`config.mk`:
```
export PLATFORM = sky130hd
export DESIGN_NAME = lifo_stack_with_dump_unit
export DESIGN_NICKNAME = d
export VERILOG_FILES = /design/src/hdl/lsd_pkg.sv /design/src/hdl/lsd_cell.sv /design/src/hdl/lifo_stack_with_dump_unit.sv
export SDC_FILE = /design/constraint.sdc
export NUM_CORES = 1
export LEC_CHECK = 0
export BUFFER_PORTS_ARGS = -buffer_cell sky130_fd_sc_hd__buf_2
export CELL_PAD_IN_SITES_DETAIL_PLACEMENT = 1
export CELL_PAD_IN_SITES_GLOBAL_PLACEMENT = 1
export CORE_ASPECT_RATIO = 0.8
export CORE_MARGIN = 2
export CORE_UTILIZATION = 40
export CTS_CLUSTER_SIZE = 16
export DETAILED_ROUTE_END_ITERATION = 10
export PLACE_DENSITY = 0.65
export SYNTH_ARGS = -nofsm -noshare
export SYNTH_HDL_FRONTEND = slang
export SYNTH_HIERARCHICAL = 1
export SYNTH_SLANG_ARGS = --single-unit
```
`constraint.sdc`:
```
create_clock -name clk -period 14.85 [get_ports clk]
set_clock_uncertainty 0.15 [all_clocks]
set_input_delay 2.97 -clock clk [delete_from_list [all_inputs] [get_ports clk]]
set_output_delay 2.97 -clock clk [all_outputs]
set_load 0.01 [all_outputs]
```
`src/hdl/lsd_pkg.sv`:
```
// ----------------------------------------------------------------------------
// lsd_pkg: shared types and constants for the lifo stack with dump
// operation codes, result status codes and the transfer payload structs
// ----------------------------------------------------------------------------
package lsd_pkg;

  localparam int DEPTH_DEFAULT = 16;
  localparam int WORD_W        = 32;

  typedef enum logic [1:0] {
    FUNC_PUSH  = 2'd0,
    FUNC_DUMP  = 2'd1,
    FUNC_POP   = 2'd2,
    FUNC_CLEAR = 2'd3
  } func_t;

  typedef enum logic [2:0] {
    ST_PUSHED = 3'd0,
    ST_POPPED = 3'd1,
    ST_DUMP   = 3'd2,
    ST_EMPTY  = 3'd3,
    ST_CLEAR  = 3'd4,
    ST_FULL   = 3'd5
  } status_t;

  typedef struct packed {
    func_t                     func;
    logic signed [WORD_W-1:0]  push_value;
  } in_item_t;

  typedef struct packed {
    status_t                   status;
    logic signed [WORD_W-1:0]  out_value;
    logic                      last;
  } out_item_t;

  // per-cycle command broadcast to every cell of the chain
  typedef struct packed {
    logic push;
    logic pop;
    logic rotate;
  } cell_ctrl_t;

endpackage

```
`src/hdl/lsd_cell.sv`:
```
// ----------------------------------------------------------------------------
// lsd_cell: one storage cell of the stack chain
// holds a single word; shifts down on push, up on pop, and rotates on dump
// ----------------------------------------------------------------------------
module lsd_cell (
  input  logic                                  clk,
  input  lsd_pkg::cell_ctrl_t                   ctrl,
  input  logic                                  is_end,
  input  logic signed [lsd_pkg::WORD_W-1:0]     up_data,
  input  logic signed [lsd_pkg::WORD_W-1:0]     down_data,
  input  logic signed [lsd_pkg::WORD_W-1:0]     wrap_data,
  output logic signed [lsd_pkg::WORD_W-1:0]     data
);
  import lsd_pkg::*;

  logic signed [WORD_W-1:0] data_next;

  always_comb begin
    data_next = data;
    if (ctrl.push) begin
      data_next = up_data;
    end else if (ctrl.pop) begin
      data_next = down_data;
    end else if (ctrl.rotate) begin
      // deepest occupied cell picks up the word leaving the top
      data_next = is_end ? wrap_data : down_data;
    end
  end

  always_ff @(posedge clk) begin
    data <= data_next;
  end

endmodule

```
`src/hdl/lifo_stack_with_dump_unit.sv`:
```
// ----------------------------------------------------------------------------
// lifo_stack_with_dump_unit: bounded lifo stack of signed words with dump
// push, pop and clear: result in the cycle after the input transfer, one item
// per cycle unless out_ready stalls. dump: enters the dump state, then one
// entry per cycle unless stalled as the cells rotate; the stack ends in order.
// reset empties the stack and the output register; cell contents are kept.
// ----------------------------------------------------------------------------
module lifo_stack_with_dump_unit #(
  parameter int DEPTH = lsd_pkg::DEPTH_DEFAULT
) (
  input  logic               clk,
  input  logic               rst,
  input  logic               in_valid,
  output logic               in_ready,
  input  lsd_pkg::in_item_t  in_data,
  output logic               out_valid,
  input  logic               out_ready,
  output lsd_pkg::out_item_t out_data
);
  import lsd_pkg::*;

  localparam int CNT_W = $clog2(DEPTH + 1);

  typedef enum logic {
    S_IDLE,
    S_DUMP
  } state_t;

  state_t                   state;
  logic [CNT_W-1:0]         count;
  logic [CNT_W-1:0]         remaining;
  logic                     out_free;
  logic                     in_xfer;
  logic                     is_empty;
  logic                     is_full;
  cell_ctrl_t               ctrl;
  logic [DEPTH-1:0]         end_sel;
  logic signed [WORD_W-1:0] cell_q [DEPTH];
  logic                     load;
  out_item_t                out_next;

  assign out_free = !out_valid || out_ready;
  assign in_ready = (state == S_IDLE) && out_free;
  assign in_xfer  = in_valid && in_ready;
  assign is_empty = (count == '0);
  assign is_full  = (count == CNT_W'(DEPTH));

  assign ctrl.push   = in_xfer && (in_data.func == FUNC_PUSH) && !is_full;
  assign ctrl.pop    = in_xfer && (in_data.func == FUNC_POP) && !is_empty;
  assign ctrl.rotate = (state == S_DUMP) && out_free;

  genvar gi;
  generate
    for (gi = 0; gi < DEPTH; gi++) begin : g_cell
      logic signed [WORD_W-1:0] up_d;
      logic signed [WORD_W-1:0] down_d;

      assign end_sel[gi] = (count == CNT_W'(gi + 1));

      if (gi == 0) begin : g_top
        assign up_d = in_data.push_value;
      end else begin : g_mid_up
        assign up_d = cell_q[gi-1];
      end

      if (gi == DEPTH - 1) begin : g_bottom
        assign down_d = '0;
      end else begin : g_mid_down
        assign down_d = cell_q[gi+1];
      end

      lsd_cell u_cell (
        .clk       (clk),
        .ctrl      (ctrl),
        .is_end    (end_sel[gi]),
        .up_data   (up_d),
        .down_data (down_d),
        .wrap_data (cell_q[0]),
        .data      (cell_q[gi])
      );
    end
  endgenerate

  // result for the current cycle, if any
  always_comb begin
    load               = 1'b0;
    out_next.status    = ST_EMPTY;
    out_next.out_value = '0;
    out_next.last      = 1'b1;
    if (ctrl.rotate) begin
      load               = 1'b1;
      out_next.status    = ST_DUMP;
      out_next.out_value = cell_q[0];
      out_next.last      = (remaining == CNT_W'(1));
    end else if (in_xfer) begin
      case (in_data.func)
        FUNC_PUSH: begin
          load            = 1'b1;
          out_next.status = is_full ? ST_FULL : ST_PUSHED;
        end
        FUNC_POP: begin
          load               = 1'b1;
          out_next.status    = is_empty ? ST_EMPTY : ST_POPPED;
          out_next.out_value = is_empty ? '0 : cell_q[0];
        end
        FUNC_CLEAR: begin
          load            = 1'b1;
          out_next.status = is_empty ? ST_EMPTY : ST_CLEAR;
        end
        FUNC_DUMP: begin
          // non-empty dump loads no result here; its entries come from the dump state
          load = is_empty;
        end
        default: begin
          load = 1'b0;
        end
      endcase
    end
  end

  always_ff @(posedge clk) begin
    if (rst) begin
      state     <= S_IDLE;
      count     <= '0;
      remaining <= '0;
      out_valid <= 1'b0;
    end else begin
      if (load) begin
        out_valid <= 1'b1;
      end else if (out_ready) begin
        out_valid <= 1'b0;
      end
      case (state)
        S_IDLE: begin
          if (in_xfer) begin
            case (in_data.func)
              FUNC_PUSH: begin
                if (!is_full) begin
                  count <= count + CNT_W'(1);
                end
              end
              FUNC_POP: begin
                if (!is_empty) begin
                  count <= count - CNT_W'(1);
                end
              end
              FUNC_CLEAR: begin
                count <= '0;
              end
              FUNC_DUMP: begin
                if (!is_empty) begin
                  remaining <= count;
                  state     <= S_DUMP;
                end
              end
              default: begin
                count <= count;
              end
            endcase
          end
        end
        S_DUMP: begin
          if (ctrl.rotate) begin
            remaining <= remaining - CNT_W'(1);
            if (remaining == CNT_W'(1)) begin
              state <= S_IDLE;
            end
          end
        end
        default: begin
          state <= S_IDLE;
        end
      endcase
    end
  end

  always_ff @(posedge clk) begin
    if (load) begin
      out_data <= out_next;
    end
  end

endmodule

```
* Word-level counts from Yosys, hierarchy flattened
Index checks and enable logic that the tools add are counted.
** Word-level totals
- Register bits after elaboration :: 560
- Bits in latches :: 0
- RAM bits :: 0
- Memory bits (read-only) :: 0
- Memories kept :: 0
** Operators by class
- Add/subtract/negate cells :: 3
- Multiply operators :: 0
- Div/mod/pow operators :: 0
- Magnitude comparators :: 0
- Equal/unequal tests :: 27
- Shift-type cells :: 0
- Multiplexer cells :: 91
- Bitwise logic cells :: 2
- Reduce and logical (&&, ||, !) cells :: 21
** Operators by type and width (count)
- $mux W32 :: 67
- $eq A5 B4 Y1 const B :: 8
- $mux W33 :: 1
- $mux W5 :: 6
- $eq A5 B3 Y1 const B :: 4
- $pmux W5 S3 :: 1
- $eq A5 B1 Y1 const B :: 2
- $eq A5 B2 Y1 const B :: 2
- $pmux W5 S2 :: 1
- $sub A5 B1 Y5 const B :: 2
- $mux W1 :: 9
- $pmux W3 S3 :: 1
- $ne A2 B2 Y1 const B :: 4
- $logic_and A1 B1 Y1 :: 7
- $mux W3 :: 2
- $reduce_bool A3 Y1 :: 2
- $add A5 B1 Y5 const B :: 1
- $eq A5 B5 Y1 const B :: 1
- $logic_not A5 Y1 :: 1
- $reduce_and A5 Y1 :: 1
- $eq A2 B2 Y1 const B :: 2
- $ne A2 B1 Y1 const B :: 2
- $pmux W1 S2 :: 2
- $reduce_and A4 Y1 :: 1
- other kinds (11) :: 14

* Depth between registers and ports, before layout
- Depth in word-level cells :: 8
- Mapped depth :: 9
- Mapped depth without buffers :: 7

* Modules after synthesis
Netlist, hierarchy kept.
** Modules (own cells, without submodules)
- lsd_cell :: times used 16, cells each 181, area an instance 2218.4 sq um, seq. area each 960.9 sq um
- lifo_stack_with_dump_unit :: times used 1, cells each 227, area an instance 2488.6 sq um, seq. area each 1321.3 sq um

* Least setup slack after synthesis
No wires, ideal clock.
- Path kind :: input to register
- Start :: input in_data[32] (netlist bit)
- End :: register g_cell[0].u_cell/data[0] (netlist bit), enable pin
- Data arrival time :: 11.125 ns
- Data required time :: 14.310 ns
- Path slack :: 3.185 ns
- Stages on the path :: 5
- Path buffers :: 2
- Cells stage by stage :: buf_2 nand2b_1 nor3_1 buf_2 or3_1
** RTL lines
- from (decl) :: line lifo_stack_with_dump_unit.sv:15 : input lsd_pkg::in_item_t in_data,
- to (signal assigned) :: line lsd_cell.sv:31 : data <= data_next;
- to (decl) :: line lsd_cell.sv:12 : output logic signed [lsd_pkg::WORD_W-1:0] data

==> results.txt <==
Entering global routing, the biggest net connects 280 pins. The synthesized design contains 560 register bits. The tools report the antenna diode count as 0. The peak fanout along the critical path works out to 279. The share of flip-flops with an asynchronous set or reset was 0; the fraction of final layout cells with drive strength greater than 1 was 0.2414. The tools report the number of max-slew violations in the final report as 0. The most common cell in the synthesized netlist is sky130_fd_sc_hd__edfxtp_1. The tools report the first-pass GRT wire length as 167100 um. The path depth of the worst reg2reg path came out at 10.

The tree is rooted in a sky130_fd_sc_hd__clkbuf_16. For this design the top-level I/O count stands at 76. Count of non-filler cells in the finished layout: 4330. The mean area per synthesized cell came out at 12.16 um2. Yosys attributes the largest share of cell area to sky130_fd_sc_hd__edfxtp_1, sky130_fd_sc_hd__o311ai_2, sky130_fd_sc_hd__nand4bb_1, sky130_fd_sc_hd__nand2_1, sky130_fd_sc_hd__inv_1.

The period utilization works out to 0.4645. The area share of the largest cell type after synthesis is 0.4332. Fraction of the core area covered by cells at the end of the flow: 0.4287. The detail route stage leaves a number of antenna-violating nets equal to 0. The worst hold slack after final layout was 343.4 ps; the number of filler cells placed in the layout was 9882. Compared with the post-synthesis result, the final layout area differs by 6.687%.

The count of TritonRoute iterations in the first routing pass was 7; the remaining max-slew budget at the tightest pin was 0.1144. TritonCTS built the clock tree. Prevailing post-synth register cell: sky130_fd_sc_hd__edfxtp_1.

The vertical die dimension is 279.6 um. The final weighted congestion in routability-driven placement is 0.9111. Setup violations remaining at the end of the flow were counted as 0. The worst setup path is of the input port to flip-flop kind. The first routing iteration left 1855 violations. For the worst-skew pair, the clock arrives at the later sink with an insertion delay of 620 ps.

The floorplan die width was 348.5 um. After synthesis, the most frequently instantiated cells are sky130_fd_sc_hd__edfxtp_1, sky130_fd_sc_hd__nand2_1, sky130_fd_sc_hd__inv_1. The number of hold buffers added after CTS was 0. The clock passes through at most 3 buffers. After detailed placement, the design holds a cell count of 4210. The region available for standard cell placement spans 0.09453 mm2.

The flow ran to the end, and the final reports show no timing, DRC or antenna violations. The run gives 0.4018 as the initial core utilization. Across the run, the number of max-cap violations was 0. After routing, the total negative slack on setup checks comes to 0 ps. The power per standard cell area works out to 113.7 mW/mm2. The mapped netlist covers 0.03798 mm2. For the total wire length, the log shows 105500 um. In the routed design, unresolved DRC markers number 0. sky130_fd_sc_hd__edfxtp_1 takes more of the synthesized area than any other cell. The run gives 28340 as the number of global-route vias before repair.

The layout net count is 3088, and the slew of the pin with the lowest slew margin is 1326 ps. The tools report the count of clock tree sinks as 560. The run gives 6 as the number of warnings printed during yosys synthesis. The class of the most critical hold timing path was flip-flop to flip-flop. The tools report the total via count in the routed design as 25980. The worst setup path is launched from an input port.

The run gives 4 as the number of antenna violations at the first check in global routing. Data arrives at the worst endpoint at 7060 ps. The logs give 0 for the final number of hold-violating endpoints and 0 for the quantity of gates resized following cts.

The worst setup path is captured at a flip-flop. The required time reported for the critical path endpoint was 15010 ps; the proportion of synthesized chip area in sequential cells was 0.4396. Yosys mapped a number of flops with a built-in enable equal to 548. The tools report the maximum resistive drop on vdd as 87.11 uV. The average wire per cell in the routed design is 24.37 um, and the static leakage is 13.07 nW.

Setup repair after global routing left no endpoint under its margin. The clock-pin slew reported for the worst setup and hold paths after clock tree synthesis was 60 ps; the number of buffers inserted by port buffering was 75. The clock period could shrink to 6898 ps.

Summed over all nets, the half-perimeter wirelength after detailed placement is 66350 um. Counting the buffers created by CTS gives 66. After detailed routing, the number of vias per cell comes to 6.000. The design draws 4.607 mW. Worst hold path stage count: 2. The run gives 3 as the number of levels the H-tree was split into.

The site row count came out at 101. The overflow left after global routing is 0, and the overall fraction of global-route tracks in use is 0.2141. The tools report the buffer count from post-CTS setup fixing as 0. Timing would allow up to 145.0 MHz. The distinct cell type count of the synthesized netlist is 60, and the synthesized instance count is 3123. The total die area is 0.09745 mm2.
[through the flow]
step           instance area, um2  setup slack [ps]
2_1_floorplan               38100              3185
3_3_place_gp                38430              7617
3_5_place_dp                38430              7415
4_1_cts                     40520              8064
5_1_grt                     40520              7700
6_report                    40520              7952
[final timing paths]
check | end | slack (ps) | startpoint
setup reg to reg | g_cell[0].u_cell/data[20]$_DFFE_PP_ | 9160 | count[0]$_SDFFE_PP0P_
hold / removal | remaining[4]$_SDFFE_PP0P_ | 340 | remaining[4]$_SDFFE_PP0P_
hold reg to reg | remaining[4]$_SDFFE_PP0P_ | 340 | remaining[4]$_SDFFE_PP0P_
setup / recovery | g_cell[0].u_cell/data[20]$_DFFE_PP_ | 7950 | in_data[33]
[critical path: stages]
cell,delay (ps)
sky130_fd_sc_hd__buf_2,210
sky130_fd_sc_hd__or2_1,290
sky130_fd_sc_hd__or4_4,520
sky130_fd_sc_hd__inv_16,600
sky130_fd_sc_hd__buf_4,810
sky130_fd_sc_hd__buf_4,960
sky130_fd_sc_hd__nand4bb_1,250
sky130_fd_sc_hd__o311ai_2,130
[cell type report]
class                      instances  area, um2  share of cell area
multi-input combinational       1756      17320              0.4275
sequential                       560      16700              0.4120
inverter                         522       1976             0.04875
clock buffer                      89       1887             0.04656
tap                             1236       1546             0.03816
timing repair buffer             136      883.3             0.02180
clock inverter                    31      210.2            0.005187
[sequential cells by signal (all words and copies together), names as in the netlist]
name	cells
out_data	36
state	1
remaining	5
out_valid	1
count	5
g_cell.u_cell/data	512
[where the power goes]
part	leakage, nW	internal [mW]	total (mW)	switching, mW
sequential	5.22	2.00	2.16	0.160
combinational	6.82	0.346	0.817	0.471
clock	1.03	0.942	1.63	0.687
total	13.1	3.29	4.61	1.32
[per-layer routing]
metal	share of wire	global-route usage	vias to the layer above
met5	0.00012	0	-
met4	0.016	0.04587	2
met3	0.054	0.04788	115
met2	0.47	0.3412	434
met1	0.47	0.2974	13740
li1	-	-	11690
[cell usage in the layout, fill, tap and decap left out, types with 16 or more instances in the layout]
| cell | n |
|---|---|
| sky130_fd_sc_hd__clkbuf_16 | 73 |
| sky130_fd_sc_hd__nor2b_4 | 16 |
| sky130_fd_sc_hd__inv_1 | 520 |
| sky130_fd_sc_hd__clkinv_1 | 17 |
| sky130_fd_sc_hd__o311ai_2 | 480 |
| sky130_fd_sc_hd__or3_1 | 16 |
| sky130_fd_sc_hd__clkbuf_1 | 16 |
| sky130_fd_sc_hd__and2_1 | 32 |
| sky130_fd_sc_hd__conb_1 | 32 |
| sky130_fd_sc_hd__buf_4 | 57 |
| sky130_fd_sc_hd__nand4bb_1 | 512 |
| sky130_fd_sc_hd__edfxtp_1 | 548 |
| sky130_fd_sc_hd__o311ai_1 | 32 |
| sky130_fd_sc_hd__buf_2 | 75 |
| sky130_fd_sc_hd__nand2_1 | 531 |
[kinds of logic (layout without fill, tap and decap cells)]
family	Yosys count	after routing	share of synthesized area
and+or+nand+nor	1157	1157	0.2263
buffers and inverters	838	778	0.1089
DFF	560	560	0.4396
AOI/OAI and AO/OA	556	556	0.2217
adders and majority gates	8	8	0.002635
muxes	2	2	0.0005271
other	1	32	0.00009873
xor gates and xnor gates	1	1	0.0002306
Power figures use the tool's default switching activity.
